[config.mk]
export PLATFORM = sky130hd
export DESIGN_NAME = rcpa_front
export DESIGN_NICKNAME = d
export VERILOG_FILES = /design/src/hdl/rcpa_pkg.sv /design/src/hdl/rcpa_front.sv
export SDC_FILE = /design/constraint.sdc
export NUM_CORES = 1
export LEC_CHECK = 0
export BUFFER_PORTS_ARGS = -buffer_cell sky130_fd_sc_hd__buf_2
export CAP_MARGIN = 20
export CORE_MARGIN = 1.5
export CORE_UTILIZATION = 40
export DETAILED_ROUTE_END_ITERATION = 10
export RECOVER_POWER = 50
export SLEW_MARGIN = 20
export SYNTH_ARGS = -nofsm -noshare
export SYNTH_HDL_FRONTEND = slang
export SYNTH_SLANG_ARGS = --single-unit
[constraint.sdc]
create_clock -name clock -period 2.8 [get_ports clock]
set_clock_uncertainty 0.05 [all_clocks]
set_input_delay 0.14 -clock clock [delete_from_list [all_inputs] [get_ports clock]]
set_output_delay 0.14 -clock clock [all_outputs]
set_load 0.02 [all_outputs]
[src/hdl/rcpa_pkg.sv]
// Shared constants, codes and types of the reference-counted page allocator.
package rcpa_pkg;

   localparam int NUM_PAGES   = 32768;
   localparam int REF_BITS    = 8;
   localparam int PAGE_W      = $clog2(NUM_PAGES);
   localparam int CNT_W       = PAGE_W + 1;
   localparam int CFG_W       = 15;
   localparam int RES_W       = 15;
   localparam int FUNC_W      = 2;
   localparam int REQ_PAGE_W  = 16;
   localparam int STATUS_W    = 3;
   // The queue depth must be a power of two so the pointers wrap on their own.
   localparam int QUEUE_DEPTH = 2;
   localparam int QPTR_W      = $clog2(QUEUE_DEPTH);
   localparam int QCNT_W      = $clog2(QUEUE_DEPTH + 1);

   localparam logic [REF_BITS-1:0] REF_MAX = '1;

   typedef enum logic [FUNC_W-1:0] {
      FUNC_ALLOC  = 2'd0,
      FUNC_FREE   = 2'd1,
      FUNC_ADDREF = 2'd2,
      FUNC_COW    = 2'd3
   } func_type;

   typedef enum logic [STATUS_W-1:0] {
      STAT_OK        = 3'd0,
      STAT_NO_MEMORY = 3'd1,
      STAT_RANGE     = 3'd2,
      STAT_NOT_ALLOC = 3'd3,
      STAT_SATURATED = 3'd4
   } status_type;

   typedef struct packed {
      func_type             func;
      logic [PAGE_W-1:0]    page;
      logic                 range_err;
   } op_type;

   typedef enum logic [1:0] {
      BS_IDLE   = 2'd0,
      BS_EXEC   = 2'd1,
      BS_SETNEW = 2'd2
   } back_state_type;

endpackage

[src/hdl/rcpa_front.sv]
// Request front end: range classification and a short operation queue.
module rcpa_front (
   input  logic                                clock,
   input  logic                                reset,
   input  logic [rcpa_pkg::CFG_W-1:0]          first_usable,
   input  logic                                req_valid,
   output logic                                req_ready,
   input  logic [rcpa_pkg::FUNC_W-1:0]         req_func,
   input  logic [rcpa_pkg::REQ_PAGE_W-1:0]     req_page_number,
   output logic                                op_valid,
   input  logic                                op_ready,
   output rcpa_pkg::op_type                    op
);

   rcpa_pkg::op_type                   queue_ff [rcpa_pkg::QUEUE_DEPTH];
   logic [rcpa_pkg::QPTR_W-1:0]        wr_ptr_ff, wr_ptr_in;
   logic [rcpa_pkg::QPTR_W-1:0]        rd_ptr_ff, rd_ptr_in;
   logic [rcpa_pkg::QCNT_W-1:0]        count_ff, count_in;
   rcpa_pkg::op_type                   entry;
   logic                               push;
   logic                               pop;

   // A page outside [first_usable, NUM_PAGES) is flagged here; alloc ignores it.
   always_comb begin
      entry.func      = rcpa_pkg::func_type'(req_func);
      entry.page      = req_page_number[rcpa_pkg::PAGE_W-1:0];
      entry.range_err = (32'(req_page_number) < 32'(first_usable)) ||
                        (32'(req_page_number) >= rcpa_pkg::NUM_PAGES);
   end

   // No beat is taken while reset is held.
   assign req_ready = !reset && (count_ff != rcpa_pkg::QCNT_W'(rcpa_pkg::QUEUE_DEPTH));
   assign op_valid  = (count_ff != '0);
   assign op        = queue_ff[rd_ptr_ff];
   assign push      = req_valid && req_ready;
   assign pop       = op_valid && op_ready;

   always_comb begin
      wr_ptr_in = push ? wr_ptr_ff + rcpa_pkg::QPTR_W'(1) : wr_ptr_ff;
      rd_ptr_in = pop  ? rd_ptr_ff + rcpa_pkg::QPTR_W'(1) : rd_ptr_ff;
      count_in  = count_ff;
      if (push && !pop) begin
         count_in = count_ff + rcpa_pkg::QCNT_W'(1);
      end else if (pop && !push) begin
         count_in = count_ff - rcpa_pkg::QCNT_W'(1);
      end
   end

   always_ff @(posedge clock) begin
      if (reset) begin
         wr_ptr_ff <= '0;
         rd_ptr_ff <= '0;
         count_ff  <= '0;
      end else begin
         wr_ptr_ff <= wr_ptr_in;
         rd_ptr_ff <= rd_ptr_in;
         count_ff  <= count_in;
      end
   end

   always_ff @(posedge clock) begin
      if (push) begin
         queue_ff[wr_ptr_ff] <= entry;
      end
   end

   a_count_bound: assert property (@(posedge clock) disable iff (reset)
      count_ff <= rcpa_pkg::QCNT_W'(rcpa_pkg::QUEUE_DEPTH))
      else $error("operation queue holds more entries than its depth");

   a_count_step: assert property (@(posedge clock) disable iff (reset)
      (push && !pop) |=> (count_ff == $past(count_ff) + rcpa_pkg::QCNT_W'(1)))
      else $error("queue occupancy did not follow a push");

endmodule

==> summary.md, run 1 <==
| Metric | Value |
|---|---|
| DR vias/cell | 4.825 |
| Clock power share | 20.8% |
| Clk slew on worst S/H paths | about 70 ps |
| Setup crit end kind | flip-flop |
| Post-route ant nets | 0 |
| GRT Util Overall | about 14% |
| Pwr dens | 716.0 mW/mm2 |
| CTS H-tree lvls | 2 |
| Vias in the first global route | 1214 |
| Yosys warnings | 0 |
| Syn Inst Count | roughly 130 |
| VDD IR max | 0.4520 mV |
| Post-synthesis compound-gate area fraction | 6.618% |
| Post-Synth Simple-Gate Area | 4.699% |
| Mux contribution to synthesized area | 10.72% |
| Final Hold Vio Count | 0 |
| Final instance area | about 0.0023 mm2 |
| End of the worst register-to-register path | queue_ff[1][9] |
| Num CTS Buffers | 5 |
| I/O Buffers | 56 |
| Syn nets | 180 |
| Num Clock Sinks | 41 |
| Final period utilization | 76.64% |
| # DRC | 2 |
| # diodes | 0 |
| Synth Area in XOR/XNOR | 1.853% |
| Final slew viol count | 0 |
| Worst rel slew slack | 43.78% |
| Grt ovf | 0 |
| Area growth syn-to-layout | 22.57% |
| Pin count of the biggest net entering global routing | 19 |
| Boundary pin count | 57 |
| Post-synth top area share | 57.18% |
| Max-cap viol count | 0 |
| Hold Crit Start | req_page_number[3] |
| Starting Density | 42.54% |
| Post-Syn Area | 0.001891 mm2 |
| Site row count | 24 |
| Hold path cells | 1 |
| Fin nets | 246 |
| Via count | 1187 |
| Initial antenna violation count | 0 |
| Iteration-0 DRC Markers | 73 |
| Sequential power share | a little under 50% |
| RSZ-0062 raised after global routing | no |
| Final setup viols | 0 |
| Hold WC Path Type | in -> reg |
| Hold-fix buffers at CTS | 4 |
| CORE AREA | between 0.004 and 0.005 mm2 |
| Critical Path RT | 2660 ps |
| Net Switching | 523.0 uW |
| Total power | between 1.5 and 2 mW |
| Leak | 0.9612 nW |
| Arr. time, crit path | 2010 ps |
| WL per Instance | 13.78 um |
| Depth of the most critical reg-to-reg path | 3 |
| Final Critical Period | 2146 ps |
| Failing checks | design-rule violations |
| Post-DP Area | 0.002236 mm2 |
| Die area | between 0.005 and 0.006 mm2 |
| CTS root buffer | clkbuf_8 |
| CTS tree | yes |
| Synth top area cells | edfxtp_1 57%, mux2_2 11%, ha_1 9.9% |
| Synth Area per Inst | roughly 15 um2 |
| CTS Buffer Depth | 2 |
| Synth cell types | 30 |
| Switch share | 31.52% |
| Setup tns final | 0 ps |
| Worst-Skew Late Latency | 280 ps |
| # resized after CTS | 0 |
| Nature of the critical path startpoint | flip-flop |
| Internal Power | 1.136 mW |
| Status | complete, but fails checks |
| Dpl hpwl | 2575 um |
| Die span in x | 71.75 um |
| Adder-cell share of the synthesized area | 9.927% |
| DRT Pass-1 Iters | 6 |
| Max FO, Critical Path | 18 |
| Crit Path Class | reg -> reg |
| Share of cells above drive strength 1 | between 30% and 40% |
| Die height | 71.75 um |
| RR Startpoint | count_ff[0] |
| First-pass GRT wire length | between 5000 and 6000 um |
| Routed WL | 3390 um |
| Area leader, netlist | edfxtp_1 |
| Worst slew pin tran | 842.2 ps |
| Largest family of logic cells by synthesized area | multiplexers |
| Logic pwr share | 30.3% |
| Hold EP | queue_ff[0][4] |
| Reg2Reg Setup Slack | around 650 ps |
| Synth Register Bits | just over 40 |
| Post-CTS setup buffer count | 0 |
| Max frequency | 0.4660 GHz |
| GP Congestion | 0.6871 |
| Register area share after synthesis | 62.48% |
state kept, by name, summed over array words and instances (netlist names), named ones only:
register	flops
count_ff	2
queue_ff	36
rd_ptr_ff	1
wr_ptr_ff	1
power by group through the flow:
stage,combinational [mW],sequential [mW],clock [mW]
detailed placement,0.518,0.830,0
global route,0.545,0.822,0.374
CTS,0.526,0.817,0.352
floorplan,0.397,0.780,0
global placement,0.507,0.823,0
finish,0.503,0.810,0.346
worst max-delay path, stage by stage, from the launching register on:
cell and delay [ps]:
dfxtp_1 410, inv_1 90, a211oi_1 480, and2_1 740
kinds of logic after synthesis:
kind of cell	count (synthesis)
AOI/OAI and AO/OA	16
DFF	41
buffers and inverters	18
xor gates and xnor gates	4
and+or+nand+nor	16
muxes	18
adders and majority gates	15
worst max-delay path by stage:
stage | start | to | slack [ps]
after floorplan | count_ff[0] | queue_ff[0][0] | 740
after global placement | count_ff[0] | queue_ff[1][16] | 870
after detailed placement | count_ff[0] | queue_ff[1][16] | 820
after CTS | count_ff[0] | queue_ff[1][12] | 800
after global routing | count_ff[0] | queue_ff[1][4] | 430
final | count_ff[0] | queue_ff[1][9] | 650
final cells by class:
type                            count  area (um2)
Fill cell                         423        2127
Sequential cell                    41        1181
Multi-Input combinational cell     69       629.4
Timing Repair Buffer               61       305.3
Clock buffer                        6       72.57
Tap cell                           52       65.06
Inverter                           16       60.06
Clock inverter                      1       3.754
cells in the final DEF, fill, tap and decap left out:
cell	Yosys	final
dlygate4sd3_1	0	4
and4_1	1	1
o21ai_0	1	1
nand4_1	1	1
nand2b_1	1	1
mux2_2	18	18
or2_2	1	1
o211ai_1	1	1
clkinv_1	0	1
nor2b_2	0	1
ha_1	15	15
or3_1	1	1
a21oi_1	5	5
inv_1	15	16
a211oi_1	0	1
edfxtp_1	36	36
buf_4	0	1
and4b_1	1	1
xnor2_1	1	1
buf_2	2	38
and2_1	1	1
nor2_1	5	5
clkbuf_8	0	5
a221oi_1	1	1
nand2_1	2	2
a2111oi_2	1	1
a21o_1	2	2
dfxtp_1	5	5
o31ai_1	1	1
a31oi_1	1	1
clkbuf_1	0	19
o21a_1	2	2
and3_1	1	1
xor2_1	3	3
metrics by stage:
stage	util [%]	worst slack [ps]	instances	hold WS [ps]
2_1_floorplan	-	740.7	128	159.1
6_report	52.14	654.0	246	41.50
5_1_grt	52.14	428.5	246	47.40
4_1_cts	52.93	801.0	246	4.768
3_5_place_dp	50.31	817.9	235	287.7
3_3_place_gp	50.31	868.6	235	281.5
metal layers:
metal / routed length, um / track usage [%] / vias up
met2: 1675 / 23.56 / 32
met4: 19 / 3.774 / 0
met1: 1474 / 16.24 / 548
li1: - / - / 603
met5: 0 / 0 / -
met3: 221 / 5.204 / 4
synth_stat cells:
cell type	instances
nand2b_1	1
a221oi_1	1
o21ai_0	1
a21oi_1	5
a211oi_4	1
and4_1	1
ha_1	15
and4b_1	1
edfxtp_1	36
and3_1	1
dfxtp_1	5
or3_1	1
inv_1	15
and2_1	1
xnor2_1	1
nand2_1	2
o31ai_1	1
a31oi_1	1
or2_2	1
o21a_1	2
buf_2	2
a21o_1	2
inv_2	1
nor2b_1	1
mux2_2	18
nand4_1	1
o211ai_1	1
nor2_1	5
xor2_1	3
a2111oi_2	1
Note: power is estimated with default switching activity, not from simulation.
==> run 2: changes to the inputs <==
--- a/config.mk
+++ b/config.mk
@@ -10,6 +10,7 @@
 export CORE_MARGIN = 1.5
 export CORE_UTILIZATION = 40
 export DETAILED_ROUTE_END_ITERATION = 10
+export PLACE_DENSITY = 0.67
 export RECOVER_POWER = 50
 export SLEW_MARGIN = 20
 export SYNTH_ARGS = -nofsm -noshare
==> constraint.sdc (replaced) <==
create_clock -name clock -period 1.8 [get_ports clock]
set_clock_uncertainty 0.05 [all_clocks]
set_input_delay 0.09 -clock clock [delete_from_list [all_inputs] [get_ports clock]]
set_output_delay 0.09 -clock clock [all_outputs]
set_load 0.02 [all_outputs]
==> run 2 against run 1 <==
  * The flow still finishes with violations (design-rule violations)
  * Worst setup slack lost 590 ps
  * Core utilization grew 4.0 points
  * Sequential power grew 49%
  * Power grew 61%
  * Register-to-register slack lost 570 ps
  * Die area is the same
  * Clock power grew 63%
  * Combinational power grew 79%
  * Global-route usage grew 1.4 points
  * First-iteration DRC count shrank 15%
  * Largest power group unchanged
  * Sequential share of layout area shrank 3.6 points
==> summary.md, run 2 (synthesis gave the netlist of run 1 again) <==
| Metric | Value |
|---|---|
| Status | complete, but fails checks |
| Failing checks | design-rule violations |
| Most frequent cells in the layout | 36 x edfxtp_1, 30 x buf_2, 28 x clkbuf_1, 18 x mux2_2, 17 x dlygate4sd3_1 |
| Capture point of the critical path | queue_ff[1][0] |
| Final setup viols | 0 |
| Die area | 0.005148 mm2 |
| Worst-Skew Late Latency | 290 ps |
| Fill count | approximately 400 |
| Largest regs | queue_ff (36), count_ff (2) |
| Register area | roughly 0.0012 mm2 |
| Critical Path RT | 1870 ps |
| Leak | 1.026 nW |
| Critical path depth | 7 |
| Max FFs per register | 36 |
| Max frequency | 0.5775 GHz |
| CTS Buffer Depth | 2 |
| Share of cells above drive strength 1 | 31.46% |
| DRT Pass-1 Iters | 7 |
| Site row count | 24 |
| Routed WL | 3615 um |
| Final slew viol count | 0 |
| Crit path launch | req_page_number[14] |
| CP delay by family, top | buffers and inverters |
| Die height | 71.75 um |
| WP buf/inv | 2 |
| Via count | 1282 |
| Dpl hpwl | 2744 um |
| Post-route ant nets | 0 |
| GRT Util Overall | 15.12% |
| Starting Density | a little over two fifths |
| Final Hold Vio Count | 0 |
| VDD IR max | 0.5230 mV |
| Initial antenna violation count | 0 |
| Pin count of the biggest net entering global routing | 13 |
| Setup crit end kind | flip-flop |
| Hold WC Path Type | in -> reg |
| Top reg by flops | queue_ff |
| Multi-input gate area in the final layout | ~650 um2 |
| Arr. time, crit path | 1800 ps |
| Die span in x | just over 70 um |
| Grt ovf | 0 |
| Post-CTS setup buffer count | 0 |
| Nature of the critical path startpoint | input pin |
| Final Critical Period | around 1700 ps |
| I/O Buffers | 56 |
| GP Congestion | 0.7210 |
| CTS root buffer | clkbuf_8 |
| Worst slew pin tran | 285.6 ps |
| Post-route insts no fill | between 200 and 300 |
| CTS tree | yes |
| WL per Instance | 13.64 um |
| CTS H-tree lvls | 2 |
| # diodes | 0 |
| Cell Chain, Critical Path | dlygate4sd3_1, clkbuf_1, ha_1, and4b_1, a221oi_2, a21oi_1, a31oi_1 |
| DR vias/cell | 4.838 |
| Pwr dens | 1072 mW/mm2 |
| Final worst slack | 68.44 ps |
| Clk slew on worst S/H paths | 70 ps |
| Max FO, Critical Path | 3 |
| Boundary pin count | 57 |
| Iteration-0 DRC Markers | 62 |
| End of the worst register-to-register path | count_ff[1] |
| # DRC | 4 |
| Area growth syn-to-layout | 31.97% |
| Num CTS Buffers | 5 |
| RR Startpoint | count_ff[1] |
| Fin nets | ~260 |
| Slowest-stage cell, CP | dlygate4sd3_1 |
| Final period utilization | 96.20% |
| Placed Cells incl. Taps | 240 |
| Worst rel slew slack | roughly four fifths |
| Max-cap viol count | 0 |
| Largest stage delay on the critical path | about 530 ps |
| Place WS | 72.66 ps |
| Most common cell after layout, fill and taps aside | edfxtp_1 |
| Crit Path Class | in -> reg |
| Depth of the most critical reg-to-reg path | 5 |
| CORE AREA | ~0.0044 mm2 |
| Vias in the first global route | 1355 |
| Num Clock Sinks | 41 |
| Reg2Reg Setup Slack | 80 ps |
| First-pass GRT wire length | 5885 um |
## run 2: changes by cell type in the layout (fill, tap and decap cells not counted), moves of 2 or more
| cell | delta |
|---|---|
| clkbuf_1 | +9 |
| buf_4 | +3 |
| dlygate4sd3_1 | +13 |
| clkbuf_2 | +2 |
| buf_2 | -8 |
## run 2: where the power goes
part | switching [mW] | leakage, nW | internal, mW
combinational | 0.511 | 0.614 | 0.389
sequential | 0.0557 | 0.370 | 1.15
clock | 0.292 | 0.0422 | 0.272
total | 0.859 | 1.03 | 1.81
## run 2: cell type report
class,instances,area share (%)
Inverter,16,2.407
Clock buffer,7,3.059
Tap cell,52,2.608
Multi-Input combinational cell,69,25.98
Sequential cell,41,47.39
Clock inverter,1,0.2006
Timing Repair Buffer,79,18.36
## run 2: worst register-to-register path, stage by stage (launching register included)
cell and delay (ps):
dfxtp_1 370, or2_2 330, nand2_1 110, ha_1 280
or3_1 370, a21oi_1 150
## run 2: per-stage QoR
step	area (um2)	power (mW)	utilization [%]	setup TNS (ps)	hold WS (ps)
floorplan	1893	1.832	-	0	109.1
global placement	2273	2.100	51.15	0	232.0
detailed placement	2273	2.139	51.15	0	233.9
CTS	2525	2.736	56.81	0	16.57
global route	2495	2.830	56.14	-20.85	19.30
finish	2495	2.674	56.14	0	20.80
## run 2: repair_timing
action / CTS / global route
hold endpoints to repair: 34 / 0
hold buffers: 17 / 0
resized for setup: 0 / 2
endpoints found under the setup margin: 0 / 3
## run 2: worst min-delay path by stage
stage / cells past startpoint / startpoint / endpoint / slack (ps)
final: 2 / reset / count_ff[0] / 20
after global routing: 2 / reset / count_ff[0] / 20
after CTS: 2 / reset / count_ff[1] / 20
after detailed placement: 1 / req_func[0] / queue_ff[0][16] / 230
after global placement: 1 / req_func[0] / queue_ff[1][16] / 230
after floorplan: 1 / reset / count_ff[1] / 110
## run 2: layer usage
layer  global-route usage [%]  share of wire [%]
met1                    16.35                 39
met2                    28.19                 55
met3                    4.219                3.9
met4                    5.031                1.3
met5                        0                  0
==> run 3: changes to the inputs <==
--- a/config.mk
+++ b/config.mk
@@ -10,6 +10,7 @@
 export CORE_MARGIN = 1.5
 export CORE_UTILIZATION = 40
 export DETAILED_ROUTE_END_ITERATION = 10
+export MAX_ROUTING_LAYER = met4
 export PLACE_DENSITY = 0.67
 export RECOVER_POWER = 50
 export SLEW_MARGIN = 20
==> run 3 against run 2 <==
  * The run still ends with design-rule violations left
  * Die area did not move
  * Register-to-register slack hardly changed
  * Flip-flop and latch count unchanged
  * Critical path type unchanged
  * Largest power group unchanged
  * Highest routed layer unchanged
==> summary.md, run 3 (synthesis gave the netlist of run 1 again) <==
| Metric | Value |
|---|---|
| Iteration-0 DRC Markers | 66 |
| Grt ovf | 0 |
| Slowest-stage cell, CP | dlygate4sd3_1 |
| GR Layer Usage met2 | 28.19% |
| GP Congestion | 0.7294 |
| Starting Density | 42.54% |
| Post-CTS setup buffer count | 0 |
| Most frequent cells in the layout | 36 x edfxtp_1, 30 x buf_2, 28 x clkbuf_1, 18 x mux2_2, 17 x dlygate4sd3_1 |
| Die height | 71.75 um |
| Met3 Use GR | 4.219% |
| Share of cells above drive strength 1 | 31.46% |
| Largest regs | queue_ff (36), count_ff (2) |
| Crit Path Class | in -> reg |
| Worst rel slew slack | 80.78% |
| # diodes | 0 |
| First-pass GRT wire length | 5878 um |
| Hold path cells | 2 |
| Setup crit end kind | flip-flop |
| Max FO, Critical Path | 3 |
| CTS root buffer | clkbuf_8 |
| Largest stage delay on the critical path | 530 ps |
| Area growth syn-to-layout | 31.97% |
| Pwr dens | 1072 mW/mm2 |
| Die area | between 0.005 and 0.006 mm2 |
| Max-cap viol count | 0 |
| Crit path launch | req_page_number[14] |
| Max FFs per register | 36 |
| VDD IR max | 0.5221 mV |
| I/O Buffers | 56 |
| CTS tree | yes |
| Post-DP Area | 0.002273 mm2 |
| Die span in x | 71.75 um |
| Final instance area | 0.002495 mm2 |
| Cell Chain, Critical Path | dlygate4sd3_1, clkbuf_1, ha_1, and4b_1, a221oi_2, a21oi_1, a31oi_1 |
| Critical Path RT | 1870 ps |
| Placed Cells incl. Taps | 240 |
| Pin count of the biggest net entering global routing | 13 |
| Status | complete, but fails checks |
| Worst-Skew Late Latency | 290 ps |
| Nature of the critical path startpoint | input pin |
| End of the worst register-to-register path | count_ff[1] |
| WL per Instance | about 14 um |
| GRT Util Overall | 15.58% |
| Site row count | 24 |
| Hold Crit Start | reset |
| Max frequency | 0.5776 GHz |
| WP buf/inv | 2 |
| Hold EP | count_ff[0] |
| Met1 usage in global routing | approximately 16% |
| Num CTS Buffers | 5 |
| Boundary pin count | 57 |
| Initial antenna violation count | 0 |
| # DRC | 4 |
| Arr. time, crit path | 1800 ps |
| Hold WC Path Type | in -> reg |
| Final period utilization | 96.18% |
| RR Startpoint | count_ff[1] |
| Reg2Reg Setup Slack | 80 ps |
| Routed WL | 3621 um |
| DRT Pass-1 Iters | 7 |
| Dpl hpwl | 2744 um |
| CTS H-tree lvls | 2 |
| Fin nets | 264 |
| Failing checks | design-rule violations |
| Worst slew pin tran | approximately 290 ps |
| Final Hold Vio Count | 0 |
| Most common cell after layout, fill and taps aside | edfxtp_1 |
| DR vias/cell | 4.853 |
| Final slew viol count | 0 |
| GR peak layer | met2 |
| CTS Buffer Depth | 2 |
| Top reg by flops | queue_ff |
| Post-route ant nets | 0 |
| Post-route insts no fill | 265 |
| Clk slew on worst S/H paths | 70 ps |
| Final Critical Period | 1731 ps |
| WHS | approximately 21 ps |
| Final setup viols | 0 |
| Num Clock Sinks | 41 |
| Via count | 1286 |
| Depth of the most critical reg-to-reg path | 5 |
| Vias in the first global route | between 1000 and 1500 |
| CORE AREA | roughly 0.0044 mm2 |
| Leak | 1.026 nW |
| CP delay by family, top | buffers and inverters |
==> run 3: routing by layer <==
| metal | share of wire, % | up-vias |
|---|---|---|
| met5 | 0 | - |
| met1 | 40 | 607 |
| met3 | 3.9 | 4 |
| li1 | - | 642 |
| met4 | 1.3 | 0 |
| met2 | 55 | 33 |
==> run 3: power breakdown <==
| group | internal [mW] | switching [mW] |
|---|---|---|
| Sequential | 1.15 | 0.0557 |
| Combinational | 0.389 | 0.511 |
| Clock | 0.272 | 0.292 |
==> run 3: worst max-delay path by stage <==
stage / end / slack (ps) / cells after the start
after floorplan: queue_ff[0][0] / 60 / 3
after global placement: count_ff[1] / 180 / 5
after detailed placement: count_ff[1] / 70 / 5
after CTS: count_ff[1] / 40 / 5
after global routing: queue_ff[1][0] / -10 / 7
final: queue_ff[1][0] / 70 / 7
==> run 3: worst register-to-register path: stages (launching register included) <==
cell     delay [ps]
dfxtp_1         370
or2_2           330
nand2_1         110
ha_1            280
or3_1           370
a21oi_1         150
==> run 3: repair_timing <==
action	CTS	global route
endpoints found under the setup margin	0	3
resized for setup	0	2
hold buffers	17	0
endpoints found under the hold margin	34	0
==> run 3: cell type report <==
| type | instances | area (um2) |
|---|---|---|
| multi-input cells | 69 | 648.1 |
| inverters | 16 | 60.06 |
| flip-flops and latches | 41 | 1182 |
| repair buffers | 79 | 457.9 |
| fillers | 401 | 1949 |
| clock inverters | 1 | 5.005 |
| well taps | 52 | 65.06 |
| clock buffers | 7 | 76.32 |
==> run 3: stage by stage <==
stage	setup TNS (ps)	utilization, %	setup WS [ps]	power (mW)
6_report	0	56.14	68.75	2.674
5_1_grt	-20.87	56.14	-11.72	2.830
4_1_cts	0	56.81	43.27	2.736
3_5_place_dp	0	51.15	72.66	2.139
3_3_place_gp	0	51.15	179.1	2.100
2_1_floorplan	0	-	59.70	1.832
